--- src/rtl/dfu_request_state_machine_macros.svh ---
// Assertion macros for the DFU request block.
// Used by the top level; no other dependencies.
`ifndef DFU_REQUEST_STATE_MACHINE_MACROS_SVH
`define DFU_REQUEST_STATE_MACHINE_MACROS_SVH

// Check that a condition implies another in the same cycle.
`define DFU_ASSERT_SAME(label, clk, rst_n, cond, expr, msg) \
    label: assert property (@(posedge clk) disable iff (!rst_n) (cond) |-> (expr)) \
        else $error(msg);

// Check that a condition implies another in the next cycle.
`define DFU_ASSERT_NEXT(label, clk, rst_n, cond, expr, msg) \
    label: assert property (@(posedge clk) disable iff (!rst_n) (cond) |=> (expr)) \
        else $error(msg);

`endif

--- src/rtl/dfu_req_pkg.sv ---
// Shared constants, types and helpers for the DFU request block.
// No dependencies.
package dfu_req_pkg;

    localparam int TRANSFER_SIZE = 64;
    localparam int STORE_SIZE    = 4096;

    localparam int OPCODE_W = 3;
    localparam int CODE_W   = 8;
    localparam int WORD_W   = 16;
    localparam int KIND_W   = 3;
    localparam int BYTE_W   = 4;
    localparam int MCMD_W   = 2;
    localparam int ADDR_W   = 28;
    localparam int COUNT_W  = 13;
    localparam int ALT_W    = 2;
    localparam int CD_W     = 4;

    localparam logic [CD_W-1:0] DETACH_FRAMES = CD_W'(10);
    localparam logic [ALT_W-1:0] ALT_MAX_UPDATE = ALT_W'(2);
    localparam logic [ALT_W-1:0] ALT_STORE = ALT_W'(1);

    localparam logic [OPCODE_W-1:0] OP_CLASS   = 3'd0;
    localparam logic [OPCODE_W-1:0] OP_SET_IF  = 3'd1;
    localparam logic [OPCODE_W-1:0] OP_GET_IF  = 3'd2;
    localparam logic [OPCODE_W-1:0] OP_DN_DATA = 3'd3;
    localparam logic [OPCODE_W-1:0] OP_FRAME   = 3'd4;

    localparam logic [CODE_W-1:0] REQ_DETACH    = 8'h00;
    localparam logic [CODE_W-1:0] REQ_DNLOAD    = 8'h01;
    localparam logic [CODE_W-1:0] REQ_UPLOAD    = 8'h02;
    localparam logic [CODE_W-1:0] REQ_GETSTATUS = 8'h03;
    localparam logic [CODE_W-1:0] REQ_CLRSTATUS = 8'h04;
    localparam logic [CODE_W-1:0] REQ_GETSTATE  = 8'h05;
    localparam logic [CODE_W-1:0] REQ_ABORT     = 8'h06;

    localparam logic [KIND_W-1:0] KIND_NONE  = 3'd0;
    localparam logic [KIND_W-1:0] KIND_ACK   = 3'd1;
    localparam logic [KIND_W-1:0] KIND_SEND  = 3'd2;
    localparam logic [KIND_W-1:0] KIND_RECV  = 3'd3;
    localparam logic [KIND_W-1:0] KIND_STALL = 3'd4;

    localparam logic [MCMD_W-1:0] MEM_NONE  = 2'd0;
    localparam logic [MCMD_W-1:0] MEM_READ  = 2'd1;
    localparam logic [MCMD_W-1:0] MEM_WRITE = 2'd2;

    localparam logic [WORD_W-1:0] STATUS_LEN = WORD_W'(6);
    localparam logic [WORD_W-1:0] STATE_LEN  = WORD_W'(1);

    typedef enum logic [10:0] {
        ST_APP_IDLE      = 11'b000_0000_0001,
        ST_APP_DETACH    = 11'b000_0000_0010,
        ST_IDLE          = 11'b000_0000_0100,
        ST_DNLOAD_SYNC   = 11'b000_0000_1000,
        ST_DNBUSY        = 11'b000_0001_0000,
        ST_DNLOAD_IDLE   = 11'b000_0010_0000,
        ST_MANIFEST_SYNC = 11'b000_0100_0000,
        ST_MANIFEST      = 11'b000_1000_0000,
        ST_MANIFEST_WAIT = 11'b001_0000_0000,
        ST_UPLOAD_IDLE   = 11'b010_0000_0000,
        ST_ERROR         = 11'b100_0000_0000
    } dfu_state_t;

    typedef struct packed {
        logic [OPCODE_W-1:0] opcode;
        logic [CODE_W-1:0]   request_code;
        logic [WORD_W-1:0]   setup_value;
        logic [WORD_W-1:0]   setup_length;
    } dfu_req_item_t;

    typedef struct packed {
        logic [KIND_W-1:0]  reply_kind;
        logic [WORD_W-1:0]  reply_length;
        logic [BYTE_W-1:0]  reply_byte;
        logic [MCMD_W-1:0]  memory_command;
        logic [ADDR_W-1:0]  memory_address;
        logic [COUNT_W-1:0] memory_count;
        logic               restart_to_app;
        logic               restart_to_updater;
    } dfu_req_result_t;

    typedef struct packed {
        logic valid;
        logic fire;
    } dfu_req_flow_t;

    function automatic logic [BYTE_W-1:0] state_code(input dfu_state_t st);
        logic [BYTE_W-1:0] code;
        unique case (st)
            ST_APP_IDLE:      code = 4'd0;
            ST_APP_DETACH:    code = 4'd1;
            ST_IDLE:          code = 4'd2;
            ST_DNLOAD_SYNC:   code = 4'd3;
            ST_DNBUSY:        code = 4'd4;
            ST_DNLOAD_IDLE:   code = 4'd5;
            ST_MANIFEST_SYNC: code = 4'd6;
            ST_MANIFEST:      code = 4'd7;
            ST_MANIFEST_WAIT: code = 4'd8;
            ST_UPLOAD_IDLE:   code = 4'd9;
            ST_ERROR:         code = 4'd10;
            default:          code = 4'd0;
        endcase
        return code;
    endfunction

endpackage

--- src/rtl/dfu_req_if.sv ---
// Channel interfaces of the DFU request block: request, reply, configuration.
// Depends on dfu_req_pkg.
interface dfu_req_in_if;
    logic                            valid;
    logic                            ready;
    logic [dfu_req_pkg::OPCODE_W-1:0] opcode;
    logic [dfu_req_pkg::CODE_W-1:0]   request_code;
    logic [dfu_req_pkg::WORD_W-1:0]   setup_value;
    logic [dfu_req_pkg::WORD_W-1:0]   setup_length;

    modport source (output valid, opcode, request_code, setup_value, setup_length,
                    input ready);
    modport sink (input valid, opcode, request_code, setup_value, setup_length,
                  output ready);
endinterface

interface dfu_req_out_if;
    logic                            valid;
    logic                            ready;
    logic [dfu_req_pkg::KIND_W-1:0]  reply_kind;
    logic [dfu_req_pkg::WORD_W-1:0]  reply_length;
    logic [dfu_req_pkg::BYTE_W-1:0]  reply_byte;
    logic [dfu_req_pkg::MCMD_W-1:0]  memory_command;
    logic [dfu_req_pkg::ADDR_W-1:0]  memory_address;
    logic [dfu_req_pkg::COUNT_W-1:0] memory_count;
    logic                            restart_to_app;
    logic                            restart_to_updater;

    modport source (output valid, reply_kind, reply_length, reply_byte, memory_command,
                    memory_address, memory_count, restart_to_app, restart_to_updater,
                    input ready);
    modport sink (input valid, reply_kind, reply_length, reply_byte, memory_command,
                  memory_address, memory_count, restart_to_app, restart_to_updater,
                  output ready);
endinterface

interface dfu_req_cfg_if;
    logic valid;
    logic ready;
    logic update_mode;

    modport source (output valid, update_mode, input ready);
    modport sink (input valid, update_mode, output ready);
endinterface

--- src/rtl/dfu_req_in_reg.sv ---
// Input register of the DFU request block: holds one request beat.
// Depends on dfu_req_pkg and dfu_req_in_if.
module dfu_req_in_reg (
    input  logic                       clk,
    input  logic                       rst_n,
    dfu_req_in_if.sink                 req,
    input  logic                       space,
    output dfu_req_pkg::dfu_req_flow_t flow,
    output dfu_req_pkg::dfu_req_item_t item
);
    import dfu_req_pkg::*;

    logic          valid_reg;
    logic          valid_next;
    dfu_req_item_t item_reg;
    logic          take;

    assign flow.valid = valid_reg;
    assign flow.fire  = valid_reg && space;
    assign req.ready  = !valid_reg || space;
    assign take       = req.valid && req.ready;
    assign valid_next = take || (valid_reg && !space);
    assign item       = item_reg;

    always_ff @(posedge clk or negedge rst_n)
    begin
        if (!rst_n)
        begin
            valid_reg <= 1'b0;
        end
        else
        begin
            valid_reg <= valid_next;
        end
    end

    always_ff @(posedge clk)
    begin
        if (take)
        begin
            item_reg.opcode       <= req.opcode;
            item_reg.request_code <= req.request_code;
            item_reg.setup_value  <= req.setup_value;
            item_reg.setup_length <= req.setup_length;
        end
    end

endmodule

--- src/rtl/dfu_req_ctrl.sv ---
// DFU protocol state, alternate setting, download bookkeeping and detach timer.
// Decodes one request per cycle while the reply register has space; depends on dfu_req_pkg.
module dfu_req_ctrl (
    input  logic                         clk,
    input  logic                         rst_n,
    input  dfu_req_pkg::dfu_req_flow_t   flow,
    input  dfu_req_pkg::dfu_req_item_t   item,
    input  logic                         cfg_fire,
    input  logic                         cfg_mode,
    output dfu_req_pkg::dfu_req_result_t result
);
    import dfu_req_pkg::*;

    logic               mode_reg;
    logic               mode_next;
    dfu_state_t         state_reg;
    dfu_state_t         state_next;
    logic [ALT_W-1:0]   alt_reg;
    logic [ALT_W-1:0]   alt_next;
    logic [CD_W-1:0]    cd_reg;
    logic [CD_W-1:0]    cd_next;
    logic               app_arm_reg;
    logic               app_arm_next;
    logic               upd_arm_reg;
    logic               upd_arm_next;
    logic [WORD_W-1:0]  block_reg;
    logic [WORD_W-1:0]  block_next;
    logic [COUNT_W-1:0] plen_reg;
    logic [COUNT_W-1:0] plen_next;

    logic [COUNT_W-1:0] want;
    logic [WORD_W-1:0]  mult_in;
    logic [ADDR_W-1:0]  addr;
    logic [ADDR_W-1:0]  room;
    logic [COUNT_W-1:0] up_cnt;
    logic               up_ok;
    logic [CODE_W-1:0]  new_alt;

    assign want    = (item.setup_length > WORD_W'(TRANSFER_SIZE)) ?
                     COUNT_W'(TRANSFER_SIZE) : item.setup_length[COUNT_W-1:0];
    assign mult_in = (item.opcode == OP_DN_DATA) ? block_reg : item.setup_value;
    assign addr    = ADDR_W'(mult_in) * ADDR_W'(TRANSFER_SIZE);
    assign room    = ADDR_W'(STORE_SIZE) - addr;
    assign up_ok   = (alt_reg == ALT_STORE) && (addr < ADDR_W'(STORE_SIZE));
    assign up_cnt  = !up_ok ? '0 :
                     (ADDR_W'(want) < room) ? want : room[COUNT_W-1:0];
    assign new_alt = item.setup_value[CODE_W-1:0];

    always_comb
    begin
        mode_next    = mode_reg;
        state_next   = state_reg;
        alt_next     = alt_reg;
        cd_next      = cd_reg;
        app_arm_next = app_arm_reg;
        upd_arm_next = upd_arm_reg;
        block_next   = block_reg;
        plen_next    = plen_reg;
        result       = '0;

        if (flow.fire)
        begin
            case (item.opcode)
                OP_CLASS:
                begin
                    if (mode_reg && item.request_code == REQ_DETACH)
                    begin
                        cd_next           = DETACH_FRAMES;
                        result.reply_kind = KIND_ACK;
                    end
                    else if (!mode_reg && item.request_code == REQ_DETACH)
                    begin
                        state_next        = ST_APP_DETACH;
                        upd_arm_next      = 1'b1;
                        cd_next           = DETACH_FRAMES;
                        result.reply_kind = KIND_ACK;
                    end
                    else if (item.request_code == REQ_GETSTATUS)
                    begin
                        result.reply_kind   = KIND_SEND;
                        result.reply_length = STATUS_LEN;
                        result.reply_byte   = state_code(state_reg);
                        case (state_reg)
                            ST_DNLOAD_SYNC:   state_next = ST_DNLOAD_IDLE;
                            ST_MANIFEST_SYNC: state_next = ST_MANIFEST;
                            ST_MANIFEST:      state_next = ST_MANIFEST_WAIT;
                            ST_MANIFEST_WAIT:
                            begin
                                cd_next      = DETACH_FRAMES;
                                app_arm_next = 1'b1;
                            end
                            default: state_next = state_reg;
                        endcase
                    end
                    else if (!mode_reg)
                    begin
                        result.reply_kind = KIND_STALL;
                    end
                    else
                    begin
                        unique case (item.request_code)
                            REQ_DNLOAD:
                            begin
                                if (item.setup_length != '0)
                                begin
                                    block_next          = item.setup_value;
                                    plen_next           = want;
                                    result.reply_kind   = KIND_RECV;
                                    result.reply_length = WORD_W'(want);
                                end
                                else
                                begin
                                    state_next        = ST_MANIFEST_SYNC;
                                    result.reply_kind = KIND_ACK;
                                end
                            end
                            REQ_UPLOAD:
                            begin
                                result.reply_kind   = KIND_SEND;
                                result.reply_length = WORD_W'(up_cnt);
                                state_next          = ST_IDLE;
                                if (up_cnt != '0)
                                begin
                                    result.memory_command = MEM_READ;
                                    result.memory_address = addr;
                                    result.memory_count   = up_cnt;
                                end
                            end
                            REQ_CLRSTATUS:
                            begin
                                state_next        = ST_IDLE;
                                result.reply_kind = KIND_ACK;
                            end
                            REQ_GETSTATE:
                            begin
                                result.reply_kind   = KIND_SEND;
                                result.reply_length = STATE_LEN;
                                result.reply_byte   = state_code(state_reg);
                            end
                            REQ_ABORT:
                            begin
                                state_next        = ST_IDLE;
                                block_next        = '0;
                                result.reply_kind = KIND_ACK;
                            end
                            default: result.reply_kind = KIND_STALL;
                        endcase
                    end
                end
                OP_SET_IF:
                begin
                    if (mode_reg)
                    begin
                        if (new_alt > CODE_W'(ALT_MAX_UPDATE))
                        begin
                            result.reply_kind = KIND_STALL;
                        end
                        else
                        begin
                            if (new_alt[ALT_W-1:0] != alt_reg)
                            begin
                                alt_next   = new_alt[ALT_W-1:0];
                                state_next = ST_IDLE;
                            end
                            result.reply_kind = KIND_ACK;
                        end
                    end
                    else if (new_alt != '0)
                    begin
                        result.reply_kind = KIND_STALL;
                    end
                    else
                    begin
                        state_next        = ST_APP_IDLE;
                        alt_next          = '0;
                        result.reply_kind = KIND_ACK;
                    end
                end
                OP_GET_IF:
                begin
                    result.reply_kind   = KIND_SEND;
                    result.reply_length = WORD_W'(item.setup_length != '0);
                    result.reply_byte   = BYTE_W'(alt_reg);
                end
                OP_DN_DATA:
                begin
                    state_next        = ST_DNLOAD_SYNC;
                    result.reply_kind = KIND_ACK;
                    if (alt_reg == ALT_STORE && plen_reg != '0)
                    begin
                        result.memory_command = MEM_WRITE;
                        result.memory_address = addr;
                        result.memory_count   = plen_reg;
                    end
                end
                OP_FRAME:
                begin
                    if (cd_reg != '0)
                    begin
                        cd_next = cd_reg - CD_W'(1);
                        if (cd_reg == CD_W'(1))
                        begin
                            result.restart_to_app     = mode_reg && app_arm_reg;
                            result.restart_to_updater = !mode_reg && upd_arm_reg &&
                                                        (state_reg == ST_APP_DETACH);
                        end
                    end
                end
                default: result.reply_kind = KIND_NONE;
            endcase
        end

        if (cfg_fire)
        begin
            mode_next  = cfg_mode;
            state_next = cfg_mode ? ST_IDLE : ST_APP_IDLE;
        end
    end

    always_ff @(posedge clk or negedge rst_n)
    begin
        if (!rst_n)
        begin
            mode_reg    <= 1'b0;
            state_reg   <= ST_APP_IDLE;
            alt_reg     <= '0;
            cd_reg      <= '0;
            app_arm_reg <= 1'b0;
            upd_arm_reg <= 1'b0;
            block_reg   <= '0;
            plen_reg    <= '0;
        end
        else
        begin
            mode_reg    <= mode_next;
            state_reg   <= state_next;
            alt_reg     <= alt_next;
            cd_reg      <= cd_next;
            app_arm_reg <= app_arm_next;
            upd_arm_reg <= upd_arm_next;
            block_reg   <= block_next;
            plen_reg    <= plen_next;
        end
    end

endmodule

--- src/rtl/dfu_req_out_reg.sv ---
// Output register of the DFU request block: holds one reply beat until taken.
// Depends on dfu_req_pkg and dfu_req_out_if.
module dfu_req_out_reg (
    input  logic                         clk,
    input  logic                         rst_n,
    input  dfu_req_pkg::dfu_req_flow_t   flow,
    input  dfu_req_pkg::dfu_req_result_t result,
    output logic                         space,
    dfu_req_out_if.source                rsp
);
    import dfu_req_pkg::*;

    logic            valid_reg;
    logic            valid_next;
    dfu_req_result_t result_reg;

    assign space      = !valid_reg || rsp.ready;
    assign valid_next = flow.fire || (valid_reg && !rsp.ready);

    always_ff @(posedge clk or negedge rst_n)
    begin
        if (!rst_n)
        begin
            valid_reg <= 1'b0;
        end
        else
        begin
            valid_reg <= valid_next;
        end
    end

    always_ff @(posedge clk)
    begin
        if (flow.fire)
        begin
            result_reg <= result;
        end
    end

    assign rsp.valid              = valid_reg;
    assign rsp.reply_kind         = result_reg.reply_kind;
    assign rsp.reply_length       = result_reg.reply_length;
    assign rsp.reply_byte         = result_reg.reply_byte;
    assign rsp.memory_command     = result_reg.memory_command;
    assign rsp.memory_address     = result_reg.memory_address;
    assign rsp.memory_count       = result_reg.memory_count;
    assign rsp.restart_to_app     = result_reg.restart_to_app;
    assign rsp.restart_to_updater = result_reg.restart_to_updater;

endmodule

--- src/rtl/dfu_request_state_machine.sv ---
// Top level of the DFU request block: input register, decoder, reply register.
// Depends on dfu_req_pkg, the channel interfaces and the assertion macros.
//
//   channel | dir | beat
//   --------+-----+---------------------------------------------------------
//   req     | in  | opcode, request_code, setup_value, setup_length
//   rsp     | out | reply, memory command, restart pulses (one per request)
//   cfg     | in  | update_mode; always ready
//
// A request passes the input register and is decoded into the reply register. One
// request per cycle is sustained while rsp is ready; the decoder's single pass
// over the held state sets that. A stalled rsp holds one reply and one request;
// req.ready drops only when both are full. Reset clears valid and DFU state.
`include "dfu_request_state_machine_macros.svh"

module dfu_request_state_machine (
    input  logic          clk,
    input  logic          rst_n,
    dfu_req_in_if.sink    req,
    dfu_req_out_if.source rsp,
    dfu_req_cfg_if.sink   cfg
);
    import dfu_req_pkg::*;

    dfu_req_flow_t   flow;
    dfu_req_item_t   item;
    dfu_req_result_t result;
    logic            space;
    logic            cfg_fire;

    assign cfg.ready = 1'b1;
    assign cfg_fire  = cfg.valid && cfg.ready;

    dfu_req_in_reg u_in (
        .clk   (clk),
        .rst_n (rst_n),
        .req   (req),
        .space (space),
        .flow  (flow),
        .item  (item)
    );

    dfu_req_ctrl u_ctrl (
        .clk      (clk),
        .rst_n    (rst_n),
        .flow     (flow),
        .item     (item),
        .cfg_fire (cfg_fire),
        .cfg_mode (cfg.update_mode),
        .result   (result)
    );

    dfu_req_out_reg u_out (
        .clk    (clk),
        .rst_n  (rst_n),
        .flow   (flow),
        .result (result),
        .space  (space),
        .rsp    (rsp)
    );

    `DFU_ASSERT_SAME(a_mem_count, clk, rst_n, rsp.valid && rsp.memory_command != MEM_NONE, rsp.memory_count != '0, "memory command with zero count")
    `DFU_ASSERT_SAME(a_one_restart, clk, rst_n, rsp.valid, !(rsp.restart_to_app && rsp.restart_to_updater), "both restart pulses set")
    `DFU_ASSERT_NEXT(a_req_held, clk, rst_n, req.valid && req.ready, flow.valid, "accepted request not held")

endmodule

--- src/flat_wrapper.sv ---
// flat-port wrapper written by rule: the top's interface ports become plain ports
module dfu_request_state_machine_flat import dfu_req_pkg::*;
  (clk, rst_n, req_valid, req_opcode, req_request_code, req_setup_value, req_setup_length, req_ready, rsp_valid, rsp_reply_kind, rsp_reply_length, rsp_reply_byte, rsp_memory_command, rsp_memory_address, rsp_memory_count, rsp_restart_to_app, rsp_restart_to_updater, rsp_ready, cfg_valid, cfg_update_mode, cfg_ready);
  dfu_req_in_if req_i ();
  dfu_req_out_if rsp_i ();
  dfu_req_cfg_if cfg_i ();
  input  logic clk;
  input  logic rst_n;
  input wire logic [$bits(req_i.valid)-1:0] req_valid;
  input wire logic [$bits(req_i.opcode)-1:0] req_opcode;
  input wire logic [$bits(req_i.request_code)-1:0] req_request_code;
  input wire logic [$bits(req_i.setup_value)-1:0] req_setup_value;
  input wire logic [$bits(req_i.setup_length)-1:0] req_setup_length;
  output wire logic [$bits(req_i.ready)-1:0] req_ready;
  output wire logic [$bits(rsp_i.valid)-1:0] rsp_valid;
  output wire logic [$bits(rsp_i.reply_kind)-1:0] rsp_reply_kind;
  output wire logic [$bits(rsp_i.reply_length)-1:0] rsp_reply_length;
  output wire logic [$bits(rsp_i.reply_byte)-1:0] rsp_reply_byte;
  output wire logic [$bits(rsp_i.memory_command)-1:0] rsp_memory_command;
  output wire logic [$bits(rsp_i.memory_address)-1:0] rsp_memory_address;
  output wire logic [$bits(rsp_i.memory_count)-1:0] rsp_memory_count;
  output wire logic [$bits(rsp_i.restart_to_app)-1:0] rsp_restart_to_app;
  output wire logic [$bits(rsp_i.restart_to_updater)-1:0] rsp_restart_to_updater;
  input wire logic [$bits(rsp_i.ready)-1:0] rsp_ready;
  input wire logic [$bits(cfg_i.valid)-1:0] cfg_valid;
  input wire logic [$bits(cfg_i.update_mode)-1:0] cfg_update_mode;
  output wire logic [$bits(cfg_i.ready)-1:0] cfg_ready;
  assign req_i.valid = req_valid;
  assign req_i.opcode = req_opcode;
  assign req_i.request_code = req_request_code;
  assign req_i.setup_value = req_setup_value;
  assign req_i.setup_length = req_setup_length;
  assign req_ready = req_i.ready;
  assign rsp_valid = rsp_i.valid;
  assign rsp_reply_kind = rsp_i.reply_kind;
  assign rsp_reply_length = rsp_i.reply_length;
  assign rsp_reply_byte = rsp_i.reply_byte;
  assign rsp_memory_command = rsp_i.memory_command;
  assign rsp_memory_address = rsp_i.memory_address;
  assign rsp_memory_count = rsp_i.memory_count;
  assign rsp_restart_to_app = rsp_i.restart_to_app;
  assign rsp_restart_to_updater = rsp_i.restart_to_updater;
  assign rsp_i.ready = rsp_ready;
  assign cfg_i.valid = cfg_valid;
  assign cfg_i.update_mode = cfg_update_mode;
  assign cfg_ready = cfg_i.ready;
  dfu_request_state_machine u_core (.clk(clk), .rst_n(rst_n), .req(req_i), .rsp(rsp_i), .cfg(cfg_i));
endmodule
--- config.mk ---
export PLATFORM = sky130hd
export DESIGN_NAME = dfu_request_state_machine_flat
export DESIGN_NICKNAME = d
export VERILOG_FILES = /design/src/rtl/dfu_req_pkg.sv /design/src/rtl/dfu_req_if.sv /design/src/rtl/dfu_req_in_reg.sv /design/src/rtl/dfu_req_ctrl.sv /design/src/rtl/dfu_req_out_reg.sv /design/src/rtl/dfu_request_state_machine.sv /design/src/flat_wrapper.sv
export VERILOG_INCLUDE_DIRS = /design/src /design/src/rtl
export SDC_FILE = /design/constraint.sdc
export NUM_CORES = 1
export LEC_CHECK = 0
export ABC_AREA = 1
export BUFFER_PORTS_ARGS = -buffer_cell sky130_fd_sc_hd__buf_4
export CORE_ASPECT_RATIO = 0.6
export CORE_MARGIN = 3
export CORE_UTILIZATION = 57
export CTS_CLUSTER_DIAMETER = 30
export CTS_CLUSTER_SIZE = 10
export DETAILED_ROUTE_END_ITERATION = 12
export GPL_TIMING_DRIVEN = 0
export PLACE_DENSITY = 0.81
export SYNTH_ARGS = -nofsm -noshare
export SYNTH_HDL_FRONTEND = slang
export SYNTH_SLANG_ARGS = --single-unit
--- constraint.sdc ---
create_clock -name clk -period 3.6 [get_ports clk]
set_input_delay 0.18 -clock clk [delete_from_list [all_inputs] [get_ports clk]]
set_output_delay 0.18 -clock clk [all_outputs]
set_load 0.05 [all_outputs]
==> results.md <==
Outcome:
- The run finished with clean final reports.

Logic synthesis:
- The flip-flop cell with the highest count after synthesis is edfxtp_1.
- Synthesis produced ~760 cells.
- Counting flops and latches in the post-synthesis netlist gives ~140.
- The average footprint of a synthesized cell is roughly 9.5 um^2.
- The number of warning messages in the yosys log is 0.
- Summing every instance area after synthesis gives a little over 0.007 mm^2.
- The async set or reset register ratio after synthesis is 0.3333.
- The number of enable flip-flop cells after synthesis is 96.
- After synthesis, the netlist uses between 50 and 60 different library cells.
- The share of the yosys chip area belonging to registers is 0.5679.

Setup path:
- At the worst endpoint, the required time is between 3000 and 4000 ps.
- The cell depth of the worst flop-to-flop path is 22.
- The kind of critical path is register to register.
- The worst-case register-to-register setup slack is between 100 and 150 ps.
- The arrival time at the worst endpoint is 3740 ps.
- The endpoint class of the critical path is a register.
- The startpoint of the most critical register-to-register path is u_core.u_in.item[40].
- The critical path launch point type is a register.
- In this run the worst path has a maximum fanout of 10.
- The endpoint identified for the worst register-to-register timing path is u_core.u_out.rsp.memory_address[6].

Worst hold path:
- The path with the worst hold slack has its endpoint at u_core.u_ctrl.mode_reg.
- The startpoint identified for the worst hold timing path is cfg_update_mode.
- The worst hold path was traced through 3 stages.
- The path class of the tightest hold or removal check is input port to register.

Layout:
- The final layout contains 1013 nets.
- The number of flip-flops in the largest register is 43.
- The end-of-flow core utilization is 0.7788.
- The share of final-layout standard cells stronger than drive strength 1 is 0.2531.
- The area added between synthesis and finish is 31.87%.
- The count of inserted antenna diode cells is 0.
- The final cell area excluding filler cells is around 0.0095 mm^2.

Floorplanning:
- The standard cell core area is between 0.01 and 0.015 mm^2.
- 120 I/O pins were placed.
- The full die area is 0.01405 mm^2.
- After floorplanning, the core was divided into 31 placement rows.
- The width of the die is between 150 and 200 um.
- The initial core utilization is 0.5906.
- The y dimension of the die is 93.02 um.

Drt:
- The average detailed-routed wire length per instance is approximately 17 um.
- For this run, design rule violations remaining after detail routing come to 0.
- In the routed layout, each cell is associated on average with a via count of 5.471.
- The routed wire length is around 19000 um.
- The post-route antenna net violation count is 0.
- After the first detailed-routing iteration, the DRC count stood at about 700.
- The vias after detailed routing is around 6200.
- The first-pass iteration count of the detailed router is 6.

Pwr:
- The sequential share of power is 0.449.
- The total leakage power is 4.230 nW.
- Of the total power, the share spent switching nets is 0.2995.
- The clock group share of total power is 0.387.
- The net switching power is ~1.3 mW.
- The ratio of total power to cell area is around 450 mW/mm^2.
- Of the total power, combinational logic draws 0.164.
- The maximum vdd drop is between 0.3 and 0.4 mV.
- The internal power of the cells is approximately 3 mW.

Global routing:
- The largest net degree at the start of global routing is 49.
- The initial antenna violation count is 0.
- The via count of the first global-routing pass is about 5800.
- The first global-routing pass estimated 29380 um of wire.
- For this run the aggregate overflow at the end of global routing stands at 0.
- For this run, the total global-route usage over all layers was measured as 0.2722.

Clocking:
- TritonCTS built the clock tree.
- The CTS sink count is between 100 and 150.
- The total number of H-tree levels is 4.
- The clock transition at the registers of the reported paths is around 70 ps.
- The root buffer cell is clkbuf_16.
- The largest buffer count on any clock path is 2.
- The later-pin clock latency in the skew report is 430 ps.
- The number of clock buffers inserted by TritonCTS is 17.

STA:
- The count of pins over their slew limit is 0.
- The total negative setup slack is 0 ps.
- Setup violations remaining at the end of the flow were counted as 0.
- For the pin with the worst max-slew slack, the measured transition is a little over 900 ps.
- Clock skew on the completed layout was measured at between 10 and 15 ps.
- The final hold violation count is 0.
- In the finished design, the share of the clock period the worst path needs comes to 0.9666.
- The worst pin sits at a relative slew slack of 0.3800.
- The maximum clock rate is between 0.2 and 0.3 GHz.
- The post-layout minimum cycle time is 3480 ps.
- The tightest hold path in the finished design has a slack of around 36 ps.

Job:
- The tool flagged a number of max-cap violations equal to 0.

Place:
- During placement, the flow inserted port buffers numbering 103.
- The HPWL after detailed placement is 13060 um.
- The routability-driven placement congestion ratio is around 0.94.
- The placed instance area is between 0.008 and 0.009 mm^2.
==> cell usage after synthesis, types with 2 or more instances <==
master	count	area, um^2
nand2_1	178	668.1
edfxtp_1	96	2883
inv_1	93	349.1
nor2_1	77	289.0
dfrtp_1	47	1176
o21ai_0	35	175.2
nand3_1	30	150.1
nor3_1	21	105.1
nand4_1	20	125.1
o21ai_2	19	166.4
buf_4	18	135.1
nand2_2	18	112.6
a21oi_1	14	70.07
ha_1	9	112.6
nor4_1	9	56.30
o21ai_1	8	40.04
clkbuf_1	7	26.28
buf_6	5	56.30
nor2_4	5	56.30
o211ai_1	4	30.03
a31oi_1	3	18.77
inv_2	3	11.26
nor2_2	3	18.77
xor2_1	3	26.28
buf_2	2	10.01
buf_8	2	30.03
clkinv_1	2	7.510
conb_1	2	7.510
o31ai_1	2	15.01
o41ai_1	2	17.52
xnor2_1	2	17.52
==> kinds of logic after synthesis <==
| family | count (synthesis) | synth area share |
|---|---|---|
| other | 2 | 0.001044 |
| adder cells (fa/ha/maj) | 9 | 0.01566 |
| buffers and inverters | 135 | 0.09097 |
| XOR/XNOR | 5 | 0.006089 |
| AO/OA/AOI/OAI | 93 | 0.08123 |
| flip-flops | 144 | 0.5679 |
| AND/OR/NAND/NOR | 371 | 0.2371 |
==> metrics by stage <==
stage / power, mW / setup slack (ps) / std cells
after floorplan: 2.388 / 376.7 / 779
after global placement: 2.565 / -76.59 / 1047
after detailed placement: 2.586 / -146.0 / 1048
after CTS: 4.248 / 25.99 / 1126
after global routing: 4.434 / -100.1 / 1133
final: 4.300 / 120.3 / 1133
==> worst max-delay path, stage by stage, from the launching register on <==
cell,delay (ps)
edfxtp_1,500
clkbuf_4,250
nand4_1,140
nand2_2,180
nor2_4,250
xor2_4,200
inv_1,90
ha_1,300
nand2_1,90
nor3_2,40
nand2_1,60
nand2_1,50
nand2_1,70
nand2_2,80
nand2_4,120
buf_4,120
o211ai_1,80
nand2_1,110
nor2_2,50
nand2_1,100
nand2_4,90
buf_12,190
o21ai_2,160
==> power groups by stage <==
stage,Sequential [mW],Clock [mW],Combinational [mW]
floorplan,2.09,0,0.294
detailed placement,1.96,0,0.623
finish,1.93,1.66,0.703
global placement,1.96,0,0.601
global route,1.94,1.74,0.756
CTS,1.93,1.65,0.667
==> metal layers <==
| layer | up-vias | GRT usage | share of wire |
|---|---|---|---|
| li1 | 2891 | - | - |
| met5 | - | 0 | 0 |
| met4 | 0 | 0.09201 | 0.021 |
| met3 | 39 | 0.07070 | 0.098 |
| met2 | 357 | 0.4048 | 0.44 |
| met1 | 2912 | 0.3919 | 0.44 |
==> cell usage in the layout, fill, tap and decap left out, types with 6 or more instances in the layout <==
master / count
inv_1: 90
o21ai_2: 19
conb_1: 22
dfrtp_1: 47
buf_4: 128
dlygate4sd3_1: 45
nand2_2: 20
ha_1: 9
inv_2: 6
nand3_1: 28
nand4_1: 20
nor4_1: 9
clkbuf_16: 18
clkbuf_1: 8
o21ai_0: 35
a21oi_1: 14
nor2_4: 7
edfxtp_1: 96
nor3_1: 20
o21ai_1: 8
nor2_1: 77
nand2_1: 173
==> timing repair <==
action	4_1_cts	5_1_grt
hold endpoints to repair	91	0
endpoints found under the setup margin	21	24
hold buffers	45	0
cloned	0	1
gates resized for setup	2	24
buffers inserted	1	6
pin swaps	0	4
==> area by class of cell <==
type | instances | area, um^2
buffer | 35 | 291.5
clock buffer | 18 | 429.2
clock inverter | 14 | 123.9
fill | 800 | 2694
inverter | 100 | 382.9
multi-input combinational | 500 | 2645
sequential | 144 | 4085
tap | 165 | 206.4
timing repair buffer | 157 | 1321
==> how the worst max path moves through the flow <==
stage	start	to	cells past startpoint
after floorplan	u_core.u_in.item[42]	u_core.u_out.rsp.memory_count[7]	23
after global placement	u_core.u_in.item[42]	u_core.u_out.rsp.memory_address[6]	23
after detailed placement	u_core.u_in.item[42]	u_core.u_out.rsp.memory_address[6]	23
after CTS	u_core.u_in.item[42]	u_core.u_out.rsp.memory_address[6]	27
after global routing	u_core.u_in.item[42]	u_core.u_out.rsp.memory_address[6]	27
final	u_core.u_in.item[40]	u_core.u_out.rsp.memory_address[6]	22
(Power assumes the default switching activity.)
